==> src/rtl/wmec_pkg.sv <==
// Package for the wheel move controller: opcodes, headings, field widths and
// the structs passed between the wheel units, the result queue and the top level.
// No dependencies.
package wmec_pkg;

  // Field widths fixed by the item format.
  localparam int OPCODE_W  = 2;
  localparam int DIR_W     = 3;
  localparam int GOAL_W    = 31;
  localparam int POS_OUT_W = 32;

  // Input item kinds. The unused code is a no-op and falls to a default arm.
  typedef enum logic [OPCODE_W-1:0] {
    OP_MOVE = 2'd0,
    OP_EDGE = 2'd1,
    OP_TICK = 2'd2
  } opcode_e;

  // Heading codes. Codes above DIR_CCW behave like a stop.
  typedef enum logic [DIR_W-1:0] {
    DIR_STOP = 3'd0,
    DIR_FWD  = 3'd1,
    DIR_BACK = 3'd2,
    DIR_CW   = 3'd3,
    DIR_CCW  = 3'd4
  } direction_e;

  // Command fields shared by every wheel unit.
  typedef struct packed {
    opcode_e           opcode;
    logic [DIR_W-1:0]  direction;
    logic [GOAL_W-1:0] pulse_target;
    logic              phase_b;
  } wheel_cmd_t;

  // Per-wheel view of the state after the current word.
  typedef struct packed {
    logic                        in1;
    logic                        in2;
    logic                        busy;
    logic                        reached;
    logic signed [POS_OUT_W-1:0] position;
  } wheel_stat_t;

  // One result word.
  typedef struct packed {
    logic                        right_in1;
    logic                        right_in2;
    logic                        left_in1;
    logic                        left_in2;
    logic                        right_busy;
    logic                        left_busy;
    logic signed [POS_OUT_W-1:0] right_position;
    logic signed [POS_OUT_W-1:0] left_position;
    logic                        right_reached;
    logic                        left_reached;
  } result_t;

  // True for headings that count the position up.
  function automatic logic heads_plus(logic [DIR_W-1:0] dir);
    return (dir == DIR_FWD) || (dir == DIR_CW);
  endfunction

  // True for headings that count the position down.
  function automatic logic heads_minus(logic [DIR_W-1:0] dir);
    return (dir == DIR_BACK) || (dir == DIR_CCW);
  endfunction

endpackage

==> src/rtl/wmec_wheel.sv <==
// One wheel: position counter, pulse goal, heading and drive flag, with the
// target check. Depends on wmec_pkg.
module wmec_wheel
  import wmec_pkg::*;
#(
  parameter int POSITION_BITS = 32
) (
  input  logic        clk_i,
  input  logic        rst_ni,
  input  logic        accept_i,
  input  logic        sel_i,
  input  wheel_cmd_t  cmd_i,
  output wheel_stat_t stat_o
);

  logic [POSITION_BITS-1:0] pos_q, pos_d, step_pos, mag;
  logic [GOAL_W-1:0]        goal_q, goal_d;
  logic [DIR_W-1:0]         head_q, head_d;
  logic                     driven_q, driven_d;
  logic                     step_en, step_dn, hit, reached;

  // Next state for the current word.
  always_comb begin
    pos_d    = pos_q;
    goal_d   = goal_q;
    head_d   = head_q;
    driven_d = driven_q;
    reached  = 1'b0;
    step_en  = 1'b0;
    step_dn  = 1'b0;

    unique case (cmd_i.opcode)
      OP_MOVE: begin
        if (sel_i) begin
          head_d   = cmd_i.direction;
          goal_d   = cmd_i.pulse_target;
          pos_d    = '0;
          driven_d = (cmd_i.pulse_target != '0) &&
                     (heads_plus(cmd_i.direction) || heads_minus(cmd_i.direction));
        end
      end
      OP_EDGE: begin
        if (sel_i) begin
          step_en = 1'b1;
          step_dn = cmd_i.phase_b;
        end
      end
      OP_TICK: begin
        if (driven_q && heads_plus(head_q)) begin
          step_en = 1'b1;
        end else if (driven_q && heads_minus(head_q)) begin
          step_en = 1'b1;
          step_dn = 1'b1;
        end
      end
      default: ;
    endcase

    // One step up or down, then the magnitude compare against the goal.
    step_pos = step_dn ? (pos_q - POSITION_BITS'(1)) : (pos_q + POSITION_BITS'(1));
    mag      = step_pos[POSITION_BITS-1] ? (~step_pos + POSITION_BITS'(1)) : step_pos;
    hit      = (goal_q != '0) && (POS_OUT_W'(mag) >= {1'b0, goal_q});

    if (step_en) begin
      pos_d = step_pos;
      if (hit) begin
        driven_d = 1'b0;
        reached  = driven_q;
      end
    end
  end

  // State registers, updated only when a word is taken.
  always_ff @(posedge clk_i or negedge rst_ni) begin
    if (!rst_ni) begin
      pos_q    <= '0;
      goal_q   <= '0;
      head_q   <= DIR_STOP;
      driven_q <= 1'b0;
    end else if (accept_i) begin
      pos_q    <= pos_d;
      goal_q   <= goal_d;
      head_q   <= head_d;
      driven_q <= driven_d;
    end
  end

  // Status after the current word.
  always_comb begin
    stat_o.in1      = driven_d && heads_plus(head_d);
    stat_o.in2      = driven_d && heads_minus(head_d);
    stat_o.busy     = driven_d;
    stat_o.reached  = reached;
    stat_o.position = POS_OUT_W'($signed(pos_d));
  end

endmodule

==> config.mk <==
export PLATFORM = sky130hd
export DESIGN_NAME = wmec_wheel
export DESIGN_NICKNAME = d
export VERILOG_FILES = /design/src/rtl/wmec_pkg.sv /design/src/rtl/wmec_wheel.sv
export SDC_FILE = /design/constraint.sdc
export NUM_CORES = 1
export LEC_CHECK = 0
export BUFFER_PORTS_ARGS = -buffer_cell sky130_fd_sc_hd__buf_2
export CAP_MARGIN = 20
export CORE_UTILIZATION = 35
export CTS_CLUSTER_DIAMETER = 120
export DETAILED_ROUTE_END_ITERATION = 8
export GPL_ROUTABILITY_DRIVEN = 0
export PLACE_DENSITY = 0.56
export RECOVER_POWER = 100
export SLEW_MARGIN = 40
export SYNTH_ARGS = -nofsm -noshare
export SYNTH_HDL_FRONTEND = slang
export SYNTH_SLANG_ARGS = --single-unit
export TNS_END_PERCENT = 20
==> constraint.sdc <==
create_clock -name clk_i -period 9.03 [get_ports clk_i]
set_input_delay 1.3545 -clock clk_i [delete_from_list [all_inputs] [get_ports clk_i]]
set_output_delay 1.3545 -clock clk_i [all_outputs]
set_load 0.02 [all_outputs]
==> run_results.csv <==
group,metric,value,unit
logic_synthesis,yosysWarnings,0,
grt,grt_pass1_vias,5951,
routing,drc_errors,0,
logic_synthesis,async_flop_share,100,%
power_and_ir_drop,power_leakage,3.48,nW
worst_setup_path,worstSetupPathType,"in2out",
layout,drive_gt1_share,17.9,%
timing,fmax,0.117,GHz
routing,totalWireLength,19200,um
timing,rsz0062_at_grt,"false",
status,outcome,"finished, violations left",
clocking,htreeDepth,3,
timing,fin_tns_setup,0,ns
logic_synthesis,synth_top_area_share,25.2,%
logic_synthesis,synth_common_cells,"nand2_1 (73), dfrtp_1 (67), ha_1 (65), mux2_2 (58), a21oi_1 (54)",
logic_synthesis,synth_nets,898,
routing,ant_nets,0,
worst_setup_path,r2r_cells,24,
grt,grt_pass1_wl,31200,um
floorplanning,die_w,140,um
logic_synthesis,netlist-cell-type-count,74,
clocking,cts.clk_slew.worst_paths,0.06,ns
grt,antenna_found_initial,0,
place,place_hpwl,15000,um
timing,fin_crit,8.55,ns
timing,setup_viol,0,
layout,areaGrowthSynthToFinish,15.6,%
min_path,holdCritStartpoint,"goal_q[25]$_DFFE_PN0P_",
logic_synthesis,syn_inst,791,
logic_synthesis,synth-seq-cells,67,
min_path,hold_path.class,"reg2reg",
place,dp_slack,0.213,ns
layout,finalNetCount,987,
status,violations,"capacitance limit, slew limit",
worst_setup_path,endpoint_kind,"primary output",
place,place.port_buffers,76,
worst_setup_path,worstPathArrival,7.20,ns
power_and_ir_drop,peakVddDrop,0.103,mV
routing,dr.pass1.iters,5,
worst_setup_path,cp-start-kind,"primary input",
clocking,cts_tree,"built",
layout,antenna_cells,0,
floorplanning,io_pins,77,
worst_setup_path,crit_required,7.68,ns
grt,grt.overflow.total,0,
min_path,holdPathEnd,"goal_q[25]$_DFFE_PN0P_",
logic_synthesis,ys_seq_area_share,25.2,%
timing,finalCritPeriodShare,94.7,%
job,cap_violations,4,
routing,vias_per_cell,5.52,
grt,grt_max_degree,68,
clocking,cts_buffers,9,
grt,track_usage,20.0,%
clocking,clk_latency,0.34,ns
timing,relSlewSlack,-149,%
floorplanning,core_area,18600,um^2
logic_synthesis,synth_ff_type,"dfrtp_1",
logic_synthesis,syn_avg_cell_area,8.41,um^2
logic_synthesis,yosysMostFrequentCell,"nand2_1",
routing,drt_iter0_drc,325,
routing,wl_per_cell,17.1,um
worst_setup_path,r2r-start,"head_q[2]$_DFFE_PN0P_",
timing,worst_slew_pin_slew,3.73,ns
logic_synthesis,synth_edf_count,0,
worst_setup_path,reg2reg_to,"driven_q$_DFFE_PN0P_",
clocking,ctsLongestPathBuffers,2,
worst_setup_path,rrSetupSlack,3.05,ns
routing,num_vias,6174,
clocking,root_buffer,"clkbuf_16",
logic_synthesis,synth_area_leader_cell,"dfrtp_1",
timing,drv_slew,200,
floorplanning,die_h,140,um
floorplanning,initial_core_util,35.7,%
timing,hold_viol_final,0,
clocking,cts_sinks,67,
power_and_ir_drop,powerDensity,190,nW/um^2
logic_synthesis,synth.area.top_cells,"dfrtp_1 (25%), ha_1 (12%), mux2_2 (9.8%)",
min_path,hold_depth,1,
logic_synthesis,syn_area,6650,um^2
timing,fin_ws,0.477,ns
timing,worst_clock_skew,0.00607,ns
floorplanning,die_area,19600,um^2
worst_setup_path,critPathMaxFanout,8,
floorplanning,fp-row-count,50,
worst max-delay path by stage:
stage                         start  depth (start not counted)          to
final                     cmd_i[35]                         27  stat_o[35]
after global routing      cmd_i[35]                         28  stat_o[35]
after CTS                 cmd_i[35]                         27  stat_o[35]
after detailed placement  cmd_i[35]                         27  stat_o[35]
after global placement    cmd_i[35]                         27  stat_o[35]
after floorplan           cmd_i[35]                         26  stat_o[34]
per-layer routing:
layer  GRT usage (%)  up-vias  part of all wire (%)
li1                -     3085                     -
met1            27.8     2941                    51
met2            32.6      130                    44
met3            3.10       18                   3.7
met4            4.28        0                   1.0
met5               0        -                     0
final cells by class:
cell class	instances	area (um^2)
Clock buffer	11	253
Clock inverter	4	50.0
Tap cell	234	293
Sequential cell	67	1680
Multi-Input combinational cell	652	4710
Timing Repair Buffer	107	543
Inverter	43	161
Fill cell	1966	11000
worst max-delay path, stage by stage:
cell and delay (ns):
clkbuf_1 0.09, inv_1 0.06, ha_1 0.21, and3_1 0.15, o21ai_1 0.26, inv_2 0.17
ha_1 0.40, a21o_1 0.25, a221o_1 0.46, a21oi_1 0.30, o31ai_1 0.15, xnor2_1 0.44
and2_1 0.22, and4b_1 0.27, a21oi_1 0.10, xor2_1 0.22, ha_1 0.30, a21o_1 0.19
a21o_1 0.17, a21oi_1 0.13, o21ai_0 0.09, a221oi_1 0.31, o21ai_0 0.14, o21ai_1 0.16
o41ai_2 0.14, nor3_1 0.19, clkbuf_1 0.25
stage by stage:
| step | utilization, % | cell area [um^2] | hold WS, ns | cells | total power, mW |
|---|---|---|---|---|---|
| after floorplan | - | 6650 | 0.502 | 791 | 0.903 |
| after global placement | 39.9 | 7440 | 0.523 | 1102 | 1.11 |
| after detailed placement | 39.9 | 7450 | 0.523 | 1102 | 1.11 |
| after CTS | 41.6 | 7750 | 0.535 | 1117 | 1.48 |
| after global routing | 41.2 | 7680 | 0.561 | 1118 | 1.58 |
| final | 41.2 | 7680 | 0.532 | 1118 | 1.46 |
flip-flops by register name (all words and copies together), names as in the netlist:
signal    flops
goal_q       31
driven_q      1
pos_q        32
head_q        3
power by group:
| part | switching, mW | total [mW] | internal, mW |
|---|---|---|---|
| logic | 0.387 | 0.678 | 0.291 |
| registers | 0.0596 | 0.418 | 0.359 |
| clock network | 0.136 | 0.363 | 0.227 |
| total | 0.583 | 1.46 | 0.877 |
kinds of logic (layout without fill, tap and decap cells):
group	Yosys count	in the layout	share of synthesized area, %
buffers and inverters	72	165	4.18
AOI/OAI and AO/OA	199	199	19.4
xor gates and xnor gates	58	58	7.64
muxes	59	59	9.97
adders and majority gates	66	66	12.5
DFF	67	67	25.2
and+or+nand+nor	270	270	21.0
cell usage in the layout (no fill, tap or decap), types with 5 or more instances in the layout:
cell	n
nand2_1	73
dfrtp_1	67
ha_1	65
mux2_2	58
a21oi_1	54
nor2_1	48
o21ai_0	45
clkbuf_1	44
buf_2	43
inv_1	42
nand3_1	41
xnor2_1	39
a31oi_1	24
xor2_1	19
buf_4	19
nor4_1	18
nand4_1	16
a21o_1	15
nor3_1	13
and3_1	9
clkbuf_16	9
nand2b_1	8
o211ai_1	7
and2_1	6
and2_0	6
o21bai_1	5
nor2b_1	5
a211oi_1	5
timing repair:
action                                  4_1_cts  5_1_grt
endpoints found under the setup margin        0        4
buffers inserted                              0        1
gates resized for setup                       0       10
hold buffers                                  0        0
(Power assumes the default switching activity.)
