$ cat config.mk
export PLATFORM = sky130hd
export DESIGN_NAME = wmec_outq
export DESIGN_NICKNAME = d
export VERILOG_FILES = /design/src/rtl/wmec_pkg.sv /design/src/rtl/wmec_outq.sv
export SDC_FILE = /design/constraint.sdc
export NUM_CORES = 1
export LEC_CHECK = 0
export BUFFER_PORTS_ARGS = -buffer_cell sky130_fd_sc_hd__buf_2
export CORE_MARGIN = 1.5
export CORE_UTILIZATION = 36
export CTS_BUF_LIST = sky130_fd_sc_hd__clkbuf_8
export CTS_CLUSTER_SIZE = 28
export DETAILED_ROUTE_END_ITERATION = 6
export PLACE_DENSITY_LB_ADDON = 0.3
export SLEW_MARGIN = 20
export SYNTH_ARGS = -nofsm -noshare
export SYNTH_HDL_FRONTEND = slang
export SYNTH_SLANG_ARGS = --single-unit
$ cat constraint.sdc
create_clock -name clk_i -period 4.3 [get_ports clk_i]
set_input_delay 0.43 -clock clk_i [delete_from_list [all_inputs] [get_ports clk_i]]
set_output_delay 0.43 -clock clk_i [all_outputs]
set_load 0.005 [all_outputs]
$ cat src/rtl/wmec_pkg.sv
// Package for the wheel move controller: opcodes, headings, field widths and
// the structs passed between the wheel units, the result queue and the top level.
// No dependencies.
package wmec_pkg;

  // Field widths fixed by the item format.
  localparam int OPCODE_W  = 2;
  localparam int DIR_W     = 3;
  localparam int GOAL_W    = 31;
  localparam int POS_OUT_W = 32;

  // Input item kinds. The unused code is a no-op and falls to a default arm.
  typedef enum logic [OPCODE_W-1:0] {
    OP_MOVE = 2'd0,
    OP_EDGE = 2'd1,
    OP_TICK = 2'd2
  } opcode_e;

  // Heading codes. Codes above DIR_CCW behave like a stop.
  typedef enum logic [DIR_W-1:0] {
    DIR_STOP = 3'd0,
    DIR_FWD  = 3'd1,
    DIR_BACK = 3'd2,
    DIR_CW   = 3'd3,
    DIR_CCW  = 3'd4
  } direction_e;

  // Command fields shared by every wheel unit.
  typedef struct packed {
    opcode_e           opcode;
    logic [DIR_W-1:0]  direction;
    logic [GOAL_W-1:0] pulse_target;
    logic              phase_b;
  } wheel_cmd_t;

  // Per-wheel view of the state after the current word.
  typedef struct packed {
    logic                        in1;
    logic                        in2;
    logic                        busy;
    logic                        reached;
    logic signed [POS_OUT_W-1:0] position;
  } wheel_stat_t;

  // One result word.
  typedef struct packed {
    logic                        right_in1;
    logic                        right_in2;
    logic                        left_in1;
    logic                        left_in2;
    logic                        right_busy;
    logic                        left_busy;
    logic signed [POS_OUT_W-1:0] right_position;
    logic signed [POS_OUT_W-1:0] left_position;
    logic                        right_reached;
    logic                        left_reached;
  } result_t;

  // True for headings that count the position up.
  function automatic logic heads_plus(logic [DIR_W-1:0] dir);
    return (dir == DIR_FWD) || (dir == DIR_CW);
  endfunction

  // True for headings that count the position down.
  function automatic logic heads_minus(logic [DIR_W-1:0] dir);
    return (dir == DIR_BACK) || (dir == DIR_CCW);
  endfunction

endpackage

$ cat src/rtl/wmec_outq.sv
// Two-entry result queue that lets a new word enter while a result waits.
// Depends on wmec_pkg for the result word type.
module wmec_outq
  import wmec_pkg::*;
(
  input  logic    clk_i,
  input  logic    rst_ni,
  input  logic    push_i,
  input  result_t data_i,
  output logic    full_o,
  output logic    valid_o,
  input  logic    pop_i,
  output result_t data_o
);

  result_t     entries_q [2];
  logic        wr_ptr_q, rd_ptr_q;
  logic [1:0]  count_q;

  assign full_o  = (count_q == 2'd2);
  assign valid_o = (count_q != 2'd0);
  assign data_o  = entries_q[rd_ptr_q];

  // Pointers and fill count.
  always_ff @(posedge clk_i or negedge rst_ni) begin
    if (!rst_ni) begin
      wr_ptr_q <= 1'b0;
      rd_ptr_q <= 1'b0;
      count_q  <= 2'd0;
    end else begin
      if (push_i) begin
        wr_ptr_q <= ~wr_ptr_q;
      end
      if (pop_i) begin
        rd_ptr_q <= ~rd_ptr_q;
      end
      count_q <= count_q + 2'(push_i) - 2'(pop_i);
    end
  end

  // Result storage.
  always_ff @(posedge clk_i) begin
    if (push_i) begin
      entries_q[wr_ptr_q] <= data_i;
    end
  end

endmodule

==> metrics.md, run 1 <==
| Metric | Value |
|---|---|
| Outcome | `finished, final reports clean` |
| Relative slew slack | `33.6%` |
| Crit path required time | `3870 ps` |
| Final Wtd Congestion | `0.693` |
| Synth-to-Final Area Change | `21.1%` |
| Setup bufs post-CTS | `0` |
| Critical path buffers and inverters | `2` |
| Die area | `16700 um2` |
| Share of layout cells above drive strength 1 | `60.8%` |
| Worst slack, placed | `1890 ps` |
| Critical path origin | `rd_ptr_q` |
| All-Layer GR Usage | `11.9%` |
| Synth cell types | `13` |
| ANT cells | `0` |
| Worst-margin pin slew | `997 ps` |
| WL/cell | `15.1 um` |
| RSZ-0062 raised after global routing | `no` |
| Logic pwr share | `28.8%` |
| Clk sinks | `148` |
| Leakage Power | `2.81 nW` |
| Drt pass-1 iters | `4` |
| Global-route wire length before repair | `14.2 mm` |
| Nets | `481` |
| TritonCTS buffer count | `17` |
| H-tree Lvls | `4` |
| Port bufs | `149` |
| Largest stage delay, worst path | `1090 ps` |
| Die X | `129 um` |
| Critical path, cell by cell | `buf_4 > mux2_4 > buf_2` |
| Synth Warn # | `0` |
| Largest net degree at the start of global routing | `73` |
| Clk pwr share | `20.4%` |
| Setup_tns | `0 ps` |
| Clock Tree Buf Depth | `2` |
| Initial antenna violation count | `0` |
| Final instance area | `6960 um2` |
| Via count | `2723` |
| Drt drc | `0` |
| Cell family with most CP delay | `flip-flops` |
| Peak supply drop | `0.000465 V` |
| CTS tree | `built` |
| Fin cells | `627` |
| Critical Path AT | `2380 ps` |
| Post-Route Utilization | `45.3%` |
| Hold Path Origin | `pop_i` |
| Finish-stage setup viols | `0` |
| Slowest CP cell | `dfrtp_4` |
| Post-Route Skew | `9.70 ps` |
| Flop pwr share | `50.8%` |
| Root Driver | `clkbuf_8` |
| Post-synthesis sequential area ratio | `77.0%` |
| Max_cap viols | `0` |
| Int Power | `3.05 mW` |
| Top-Level Pins | `150` |
| Crit share post-route | `65.3%` |
| Remaining antenna violation count after routing | `0` |
| FF-to-FF Start | `wr_ptr_q` |
| Clock latency at the later pin of the worst-skew pair | `440 ps` |
| Syn avg cell area | `24.0 um2` |
| Drt total wl | `9.50 mm` |
| Synth Register Bits | `148` |
| Critical Path End Type | `primary output` |
| Clock-pin slew on the worst setup and hold paths | `80 ps` |
| Starting Density | `37.4%` |
| Final Max Slew Viols | `0` |
| Fmax | `356 MHz` |
| Gr ovfl total | `0` |
| Setup ws final | `1490 ps` |
| Final hold vios | `0` |
| Std cell rows | `45` |
| Synth Net Count | `317` |
| Drt via density | `4.34` |
| Via count of the first global-routing pass | `2813` |
| DP Wirelength | `6.00 mm` |
| Die Ht | `129 um` |
| Syn Inst Count | `239` |
| Core area | `15400 um2` |
| Switching power | `1.14 mW` |
| Synth Cell Area | `5740 um2` |
| Post-DP Area | `6640 um2` |
| CP max FO | `53` |
| CP Class | `reg -> out` |
| Post-layout min period | `2810 ps` |
| 1st-iter DRT viols | `121` |
| CP startpoint kind | `flop` |
| Placed insts | `594` |
| Sw Share | `27.3%` |
| Hold WC Path Type | `in -> reg` |
| Power Density | `602 nW/um2` |
routing by layer:
metal	up-vias	GRT usage (%)	wire length (um)
met4	0	6.08	160
met3	13	4.54	597
met1	1349	13.7	3790
met2	89	19.5	4950
li1	1272	-	-
met5	-	0	0
worst paths after layout:
check | end | slack [ps] | cells past startpoint
max in group asynchronous | rd_ptr_q | 3840 | 2
min in group asynchronous | rd_ptr_q | 320 | 2
min reg2reg | wr_ptr_q | 550 | 1
max | data_o[56] | 1490 | 3
max reg2reg | entries_q[0][47] | 2560 | 2
min | rd_ptr_q | 180 | 2
kinds of logic after synthesis:
kind of cell | after synthesis | synth area share, %
AND/OR/NAND/NOR | 4 | 0.436
adder cells (fa/ha/maj) | 2 | 0.436
buffers and inverters | 10 | 2.77
multiplexers | 72 | 18.6
flip-flops | 148 | 77.0
XOR/XNOR | 3 | 0.719
state kept, by name, indices dropped and copies added, names as in the netlist:
signal     count
wr_ptr_q       1
entries_q    144
rd_ptr_q       1
count_q        2
cell type report:
class | instances | area [um2]
repair buffers | 153 | 778
multi-input cells | 81 | 1170
well taps | 211 | 264
fillers | 1347 | 8410
inverters | 2 | 7.51
clock buffers | 17 | 234
flip-flops and latches | 148 | 4430
clock inverters | 15 | 75.1
layout by cell type, fill, tap and decap left out, types with 2 or more instances in the layout:
| cell | count |
|---|---|
| buf_2 | 149 |
| edfxtp_1 | 144 |
| mux2_4 | 69 |
| clkbuf_8 | 17 |
| clkinv_1 | 6 |
| clkinv_2 | 5 |
| inv_1 | 3 |
| mux2_2 | 3 |
| dfrtp_1 | 3 |
| buf_4 | 3 |
| xor2_1 | 2 |
| ha_1 | 2 |
| clkinvlp_4 | 2 |
power by group through the flow:
stage / Combinational (mW) / Clock (mW) / Sequential (mW)
2_1_floorplan: 1.03 / 0 / 2.02
3_3_place_gp: 1.23 / 0 / 2.16
3_5_place_dp: 1.24 / 0 / 2.17
4_1_cts: 1.24 / 0.892 / 2.14
5_1_grt: 1.31 / 0.950 / 2.17
6_report: 1.21 / 0.855 / 2.13
Yosys cell counts:
| master | instances | share of area, % |
|---|---|---|
| edfxtp_1 | 144 | 75 |
| mux2_4 | 69 | 18 |
| buf_12 | 7 | 2.4 |
| dfrtp_1 | 4 | 1.7 |
| mux2_2 | 3 | 0.59 |
| ha_1 | 2 | 0.44 |
| inv_1 | 2 | 0.13 |
| nor2b_1 | 2 | 0.22 |
| xor2_1 | 2 | 0.31 |
| and2_1 | 1 | 0.11 |
| buf_6 | 1 | 0.20 |
| or2_2 | 1 | 0.11 |
| xor3_1 | 1 | 0.41 |
through the flow:
step           power, mW  hold slack [ps]
6_report            4.19              176
3_5_place_dp        3.41              243
4_1_cts             4.27              138
5_1_grt             4.43              133
2_1_floorplan       3.05              134
3_3_place_gp        3.39              238
what timing repair did:
item                       in CTS  in global routing
resized for setup               0                  0
hold buffers                    1                  0
setup endpoints to repair       0                  0
hold endpoints to repair        4                  0
(Power assumes the default switching activity.)
==> run 2: changes to the inputs <==
--- a/config.mk
+++ b/config.mk
@@ -5,6 +5,7 @@
 export SDC_FILE = /design/constraint.sdc
 export NUM_CORES = 1
 export LEC_CHECK = 0
+export ABC_AREA = 1
 export BUFFER_PORTS_ARGS = -buffer_cell sky130_fd_sc_hd__buf_2
 export CORE_MARGIN = 1.5
 export CORE_UTILIZATION = 36
==> constraint.sdc (replaced) <==
create_clock -name clk_i -period 2.59 [get_ports clk_i]
set_input_delay 0.259 -clock clk_i [delete_from_list [all_inputs] [get_ports clk_i]]
set_output_delay 0.259 -clock clk_i [all_outputs]
set_load 0.005 [all_outputs]
==> metrics.md, run 2 <==
| Metric | Value |
|---|---|
| Outcome | `finished, final reports clean` |
| Core area | `15100 um2` |
| Cell family with most CP delay | `flip-flops` |
| Crit share post-route | `83.3%` |
| Via count of the first global-routing pass | `3448` |
| Flop pwr share | `47.0%` |
| Via count | `3519` |
| FFs w/ async S/R, synth | `2.70%` |
| Synth Warn # | `0` |
| Std cell rows | `45` |
| # fillers | `1324` |
| FF-to-FF Start | `wr_ptr_q` |
| Largest stage delay, worst path | `640 ps` |
| Syn Inst Count | `401` |
| Drt via density | `4.24` |
| Adder-Cell Fraction of Synth Area | `0.449%` |
| Global-route wire length before repair | `16.3 mm` |
| Critical path buffers and inverters | `2` |
| Critical Path End Type | `primary output` |
| Multi-input gate area | `731 um2` |
| Main combinational cell family by area after synthesis | `buffers and inverters` |
| Setup_tns | `0 ps` |
| Top cells by area in the synthesized netlist | `edfxtp_1 (78%), inv_1 (5.3%), nand2_1 (5.3%)` |
| Setup bufs post-CTS | `0` |
| Top-count cell post-synth | `edfxtp_1` |
| Synth Area in Compound Gates | `6.67%` |
| Drt total wl | `10.7 mm` |
| Initial antenna violation count | `0` |
| Starting Density | `36.8%` |
| CTS hold repair buffers | `69` |
| Drt pass-1 iters | `5` |
| Peak supply drop | `0.000414 V` |
| Int Power | `5.02 mW` |
| DP Wirelength | `6.32 mm` |
| RSZ-0062 raised after global routing | `no` |
| Syn avg cell area | `13.9 um2` |
| Slowest CP cell | `dfrtp_4` |
| Largest Register | `entries_q` |
| Post-layout min period | `2160 ps` |
| Worst-margin pin slew | `419 ps` |
| Root Driver | `clkbuf_8` |
| Top_reg_cell synth | `edfxtp_1` |
| Relative slew slack | `72.1%` |
| WL/cell | `12.9 um` |
| Die Ht | `127 um` |
| Die X | `127 um` |
| Top-Level Pins | `150` |
| Synth Register Bits | `148` |
| Post-Route Utilization | `50.4%` |
| Remaining antenna violation count after routing | `0` |
| Max_cap viols | `0` |
| CP Class | `reg -> out` |
| Clock Tree Buf Depth | `2` |
| Synth cell types | `16` |
| Share of layout cells above drive strength 1 | `29.0%` |
| Drt drc | `0` |
| Post-synthesis mux area share | `0%` |
| EDFF count, synth | `144` |
| Max reg flops | `144` |
| Top cell type's share of synthesized area | `77.6%` |
| Placed insts | `726` |
| Power Density | `936 nW/um2` |
| Commonest non-fill, non-tap cell in the layout | `buf_2` |
| Critical path, cell by cell | `buf_4 > o21ai_0 > buf_2` |
| Nets | `708` |
| Post-Route Skew | `5.86 ps` |
| Switching power | `2.13 mW` |
| Synth Cell Area | `5570 um2` |
| Logic pwr share | `27.3%` |
| Clock-pin slew on the worst setup and hold paths | `70 ps` |
| CP max FO | `42` |
| Hold WC Path Type | `in -> reg` |
| Clk sinks | `148` |
| Fmax | `463 MHz` |
| All-Layer GR Usage | `13.2%` |
| Post-synthesis sequential area ratio | `79.4%` |
| Gr ovfl total | `0` |
| Post-cts sizing count | `0` |
| Register Area | `4430 um2` |
| Critical Path AT | `1900 ps` |
| Clk pwr share | `25.6%` |
| CTS tree | `built` |
| Post-synthesis simple-gate area fraction | `5.55%` |
| Most frequent cells in the layout | `buf_2 (149), edfxtp_1 (144), inv_1 (80), nand2_1 (79), dlygate4sd3_1 (73)` |
| CP startpoint kind | `flop` |
| 1st-iter DRT viols | `158` |
| Leakage Power | `3.27 nW` |
| Sw Share | `29.8%` |
| Fin cells | `830` |
| Hold Path Origin | `data_i[68]` |
| Final hold vios | `0` |
| Synth-to-Final Area Change | `37.2%` |
| TritonCTS buffer count | `17` |
| Port bufs | `149` |
| H-tree Lvls | `4` |
| Finish-stage setup viols | `0` |
| Final Wtd Congestion | `0.758` |
| Clock latency at the later pin of the worst-skew pair | `430 ps` |
| Critical path origin | `rd_ptr_q` |
| Leading area contributor after synthesis | `edfxtp_1` |
| ANT cells | `0` |
| Most frequent cells after synthesis | `edfxtp_1 (144), inv_1 (79), nand2_1 (79), o21ai_0 (52), o21ai_1 (17)` |
| Registers with the most flip-flops | `entries_q x144, count_q x2` |
| Largest net degree at the start of global routing | `73` |
| Die area | `16200 um2` |
| Synth Area in XOR/XNOR | `0.315%` |
| Final Max Slew Viols | `0` |
| Synth Net Count | `479` |
| Crit path required time | `2330 ps` |
run 2: final timing paths:
path | end | slack (ps) | depth (start not counted)
worst min-delay path | entries_q[1][68] | 50 | 1
worst max register to register | entries_q[0][68] | 1270 | 2
worst max-delay path | data_o[16] | 430 | 3
worst min register to register | wr_ptr_q | 550 | 1
min in group asynchronous | rd_ptr_q | 160 | 2
max in group asynchronous | rd_ptr_q | 2290 | 2
run 2: logic make-up after synthesis:
group / Yosys count
and+or+nand+nor: 82
xor gates and xnor gates: 2
adders and majority gates: 2
DFF: 148
buffers and inverters: 95
AOI/OAI and AO/OA: 72
run 2: layer usage:
layer | up-vias | global-route usage, % | share of wire [%]
met3 | 10 | 5.11 | 5.4
met5 | - | 0 | 0
met4 | 0 | 4.75 | 0.90
met1 | 1610 | 14.6 | 42
met2 | 98 | 23.2 | 52
li1 | 1801 | - | -
run 2: metrics by stage:
stage                     hold slack (ps)  worst slack, ps  power, mW  cell area (um2)
after global placement               70.3              928       5.30             6500
after global routing                 5.30              275       7.62             7640
final                                53.2              431       7.15             7640
after floorplan                     -36.6              297       4.50             5580
after detailed placement             75.1              914       5.34             6500
after CTS                            1.36              421       7.26             7600
run 2: power groups by stage:
stage | Sequential [mW] | Combinational (mW) | Clock, mW
after floorplan | 3.33 | 1.17 | 0
after detailed placement | 3.42 | 1.92 | 0
after global routing | 3.42 | 2.22 | 1.99
after CTS | 3.37 | 2.00 | 1.89
after global placement | 3.40 | 1.89 | 0
final | 3.36 | 1.96 | 1.83
run 2: area by class of cell:
cell class	instances	share of cell area (%)
inverters	79	3.90
multi-input cells	158	9.56
clock buffers	17	3.06
clock inverters	14	2.23
flip-flops and latches	148	58.0
well taps	188	3.08
repair buffers	226	20.2
==> run 3: changes to the inputs <==
==> constraint.sdc (replaced) <==
create_clock -name clk_i -period 1.91 [get_ports clk_i]
set_input_delay 0.191 -clock clk_i [delete_from_list [all_inputs] [get_ports clk_i]]
set_output_delay 0.191 -clock clk_i [all_outputs]
set_load 0.005 [all_outputs]
==> metrics.md, run 3 (same netlist as run 2, synthesis figures left out) <==
| Metric | Value |
|---|---|
| FF-to-FF Start | `wr_ptr_q` |
| Final Max Slew Viols | `0` |
| Critical Path AT | `1610 ps` |
| Critical path buffers and inverters | `2` |
| Drt via density | `4.33` |
| Worst-margin pin slew | `466 ps` |
| Registers with the most flip-flops | `entries_q x144, count_q x2` |
| Power Density | `1240 nW/um2` |
| Met3 Track Usage GR | `4.61%` |
| Commonest non-fill, non-tap cell in the layout | `buf_2` |
| CP Class | `reg -> out` |
| 1st-iter DRT viols | `151` |
| Worst slack, placed | `407 ps` |
| Clk sinks | `148` |
| Nets | `715` |
| Final hold vios | `0` |
| Peak supply drop | `0.000798 V` |
| WL/cell | `13.2 um` |
| Relative slew slack | `68.9%` |
| Die Ht | `127 um` |
| Drt total wl | `11.1 mm` |
| Synth-to-Final Area Change | `37.5%` |
| Initial antenna violation count | `0` |
| Met2 usage | `24.3%` |
| Core area | `15100 um2` |
| All-Layer GR Usage | `14.1%` |
| Port bufs | `149` |
| Worst reg2reg setup slack | `510 ps` |
| Crit path required time | `1720 ps` |
| Max_cap viols | `0` |
| Max reg flops | `144` |
| Clock latency at the later pin of the worst-skew pair | `430 ps` |
| Die X | `127 um` |
| Post-Route Skew | `6.36 ps` |
| Leakage Power | `3.27 nW` |
| Post-layout min period | `1800 ps` |
| Remaining antenna violation count after routing | `0` |
| Most frequent cells in the layout | `buf_2 (149), edfxtp_1 (144), inv_1 (80), nand2_1 (78), dlygate4sd3_1 (75)` |
| Hold WC Path Type | `in -> async` |
| Finish-stage setup viols | `0` |
| Die area | `16200 um2` |
| CP max FO | `64` |
| DP Wirelength | `6.72 mm` |
| H-tree Lvls | `4` |
| Fmax | `555 MHz` |
| Worst r2r dst | `entries_q[1][18]` |
| Largest net degree at the start of global routing | `65` |
| ANT cells | `0` |
| Via count of the first global-routing pass | `3641` |
| Top-Level Pins | `150` |
| Slowest CP cell | `dfrtp_4` |
| Drt drc | `0` |
| Global-route wire length before repair | `17.2 mm` |
| Critical path, cell by cell | `buf_16 > o21ai_0 > buf_2` |
| Std cell rows | `45` |
| M1 GR Usage | `15.7%` |
| Largest Register | `entries_q` |
| Final Wtd Congestion | `0.761` |
| Crit share post-route | `94.3%` |
| TritonCTS buffer count | `17` |
| Largest stage delay, worst path | `540 ps` |
| Clock-pin slew on the worst setup and hold paths | `70 ps` |
| Critical Path End Type | `primary output` |
| CTS tree | `built` |
| GRT busiest layer | `met2` |
| RSZ-0062 raised after global routing | `no` |
| Root Driver | `clkbuf_8` |
| Outcome | `finished, final reports clean` |
| Via count | `3627` |
| Drt pass-1 iters | `4` |
| R2r worst-path depth | `3` |
| Share of layout cells above drive strength 1 | `29.3%` |
| Clock Tree Buf Depth | `2` |
| Cell family with most CP delay | `flip-flops` |
| Setup ws final | `109 ps` |
| CP startpoint kind | `flop` |
| Gr ovfl total | `0` |
| Starting Density | `36.8%` |
| Post-Route Utilization | `50.6%` |
-- run 3: worst max path at each step --
stage	cells past startpoint	from	to
6_report	3	rd_ptr_q	data_o[30]
5_1_grt	3	rd_ptr_q	data_o[27]
4_1_cts	3	rd_ptr_q	data_o[34]
3_5_place_dp	3	rd_ptr_q	data_o[43]
3_3_place_gp	3	rd_ptr_q	data_o[48]
2_1_floorplan	2	wr_ptr_q	entries_q[1][0]
-- run 3: final cells by class --
type / instances / area, um2
inverters: 79 / 300
well taps: 188 / 235
multi-input cells: 158 / 733
repair buffers: 233 / 1630
flip-flops and latches: 148 / 4430
fillers: 1343 / 7490
clock inverters: 14 / 98.8
clock buffers: 17 / 234
-- run 3: metrics by stage --
| step | total power, mW | instance area (um2) | instances | setup TNS [ps] | hold WS [ps] |
|---|---|---|---|---|---|
| global placement | 7.23 | 6540 | 728 | 0 | 3.64 |
| global route | 10.1 | 7660 | 837 | 0 | 71.6 |
| finish | 9.46 | 7660 | 837 | 0 | 93.2 |
| floorplan | 6.10 | 5580 | 401 | -1190 | -105 |
| detailed placement | 7.29 | 6540 | 728 | 0 | 3.92 |
| CTS | 9.54 | 7630 | 835 | 0 | 53.1 |
-- run 3: timing repair --
item | 4_1_cts | 5_1_grt
setup endpoints to repair | 8 | 13
hold endpoints to repair | 150 | 0
cloned | 0 | 0
gates resized for setup | 4 | 6
setup buffers | 1 | 2
hold buffers | 75 | 0
-- run 3: metal layers --
metal | share of wire (%) | up-vias | wire length [um]
met1 | 41 | 1676 | 4560
met3 | 5.8 | 19 | 645
li1 | - | 1820 | -
met5 | 0 | - | 0
met4 | 2.1 | 0 | 236
met2 | 51 | 112 | 5610
-- run 3: worst register-to-register path, cell delays in order, from the launching register on --
cell and delay, ps:
dfrtp_1 440, nand2_2 90, clkinvlp_4 100, buf_4 410
-- run 3: where the power goes --
| part | total (mW) | leakage, nW | switching [mW] | internal [mW] |
|---|---|---|---|---|
| sequential | 4.50 | 1.40 | 0.187 | 4.31 |
| clock | 2.07 | 0.170 | 1.08 | 0.985 |
| combinational | 2.89 | 1.70 | 1.66 | 1.24 |
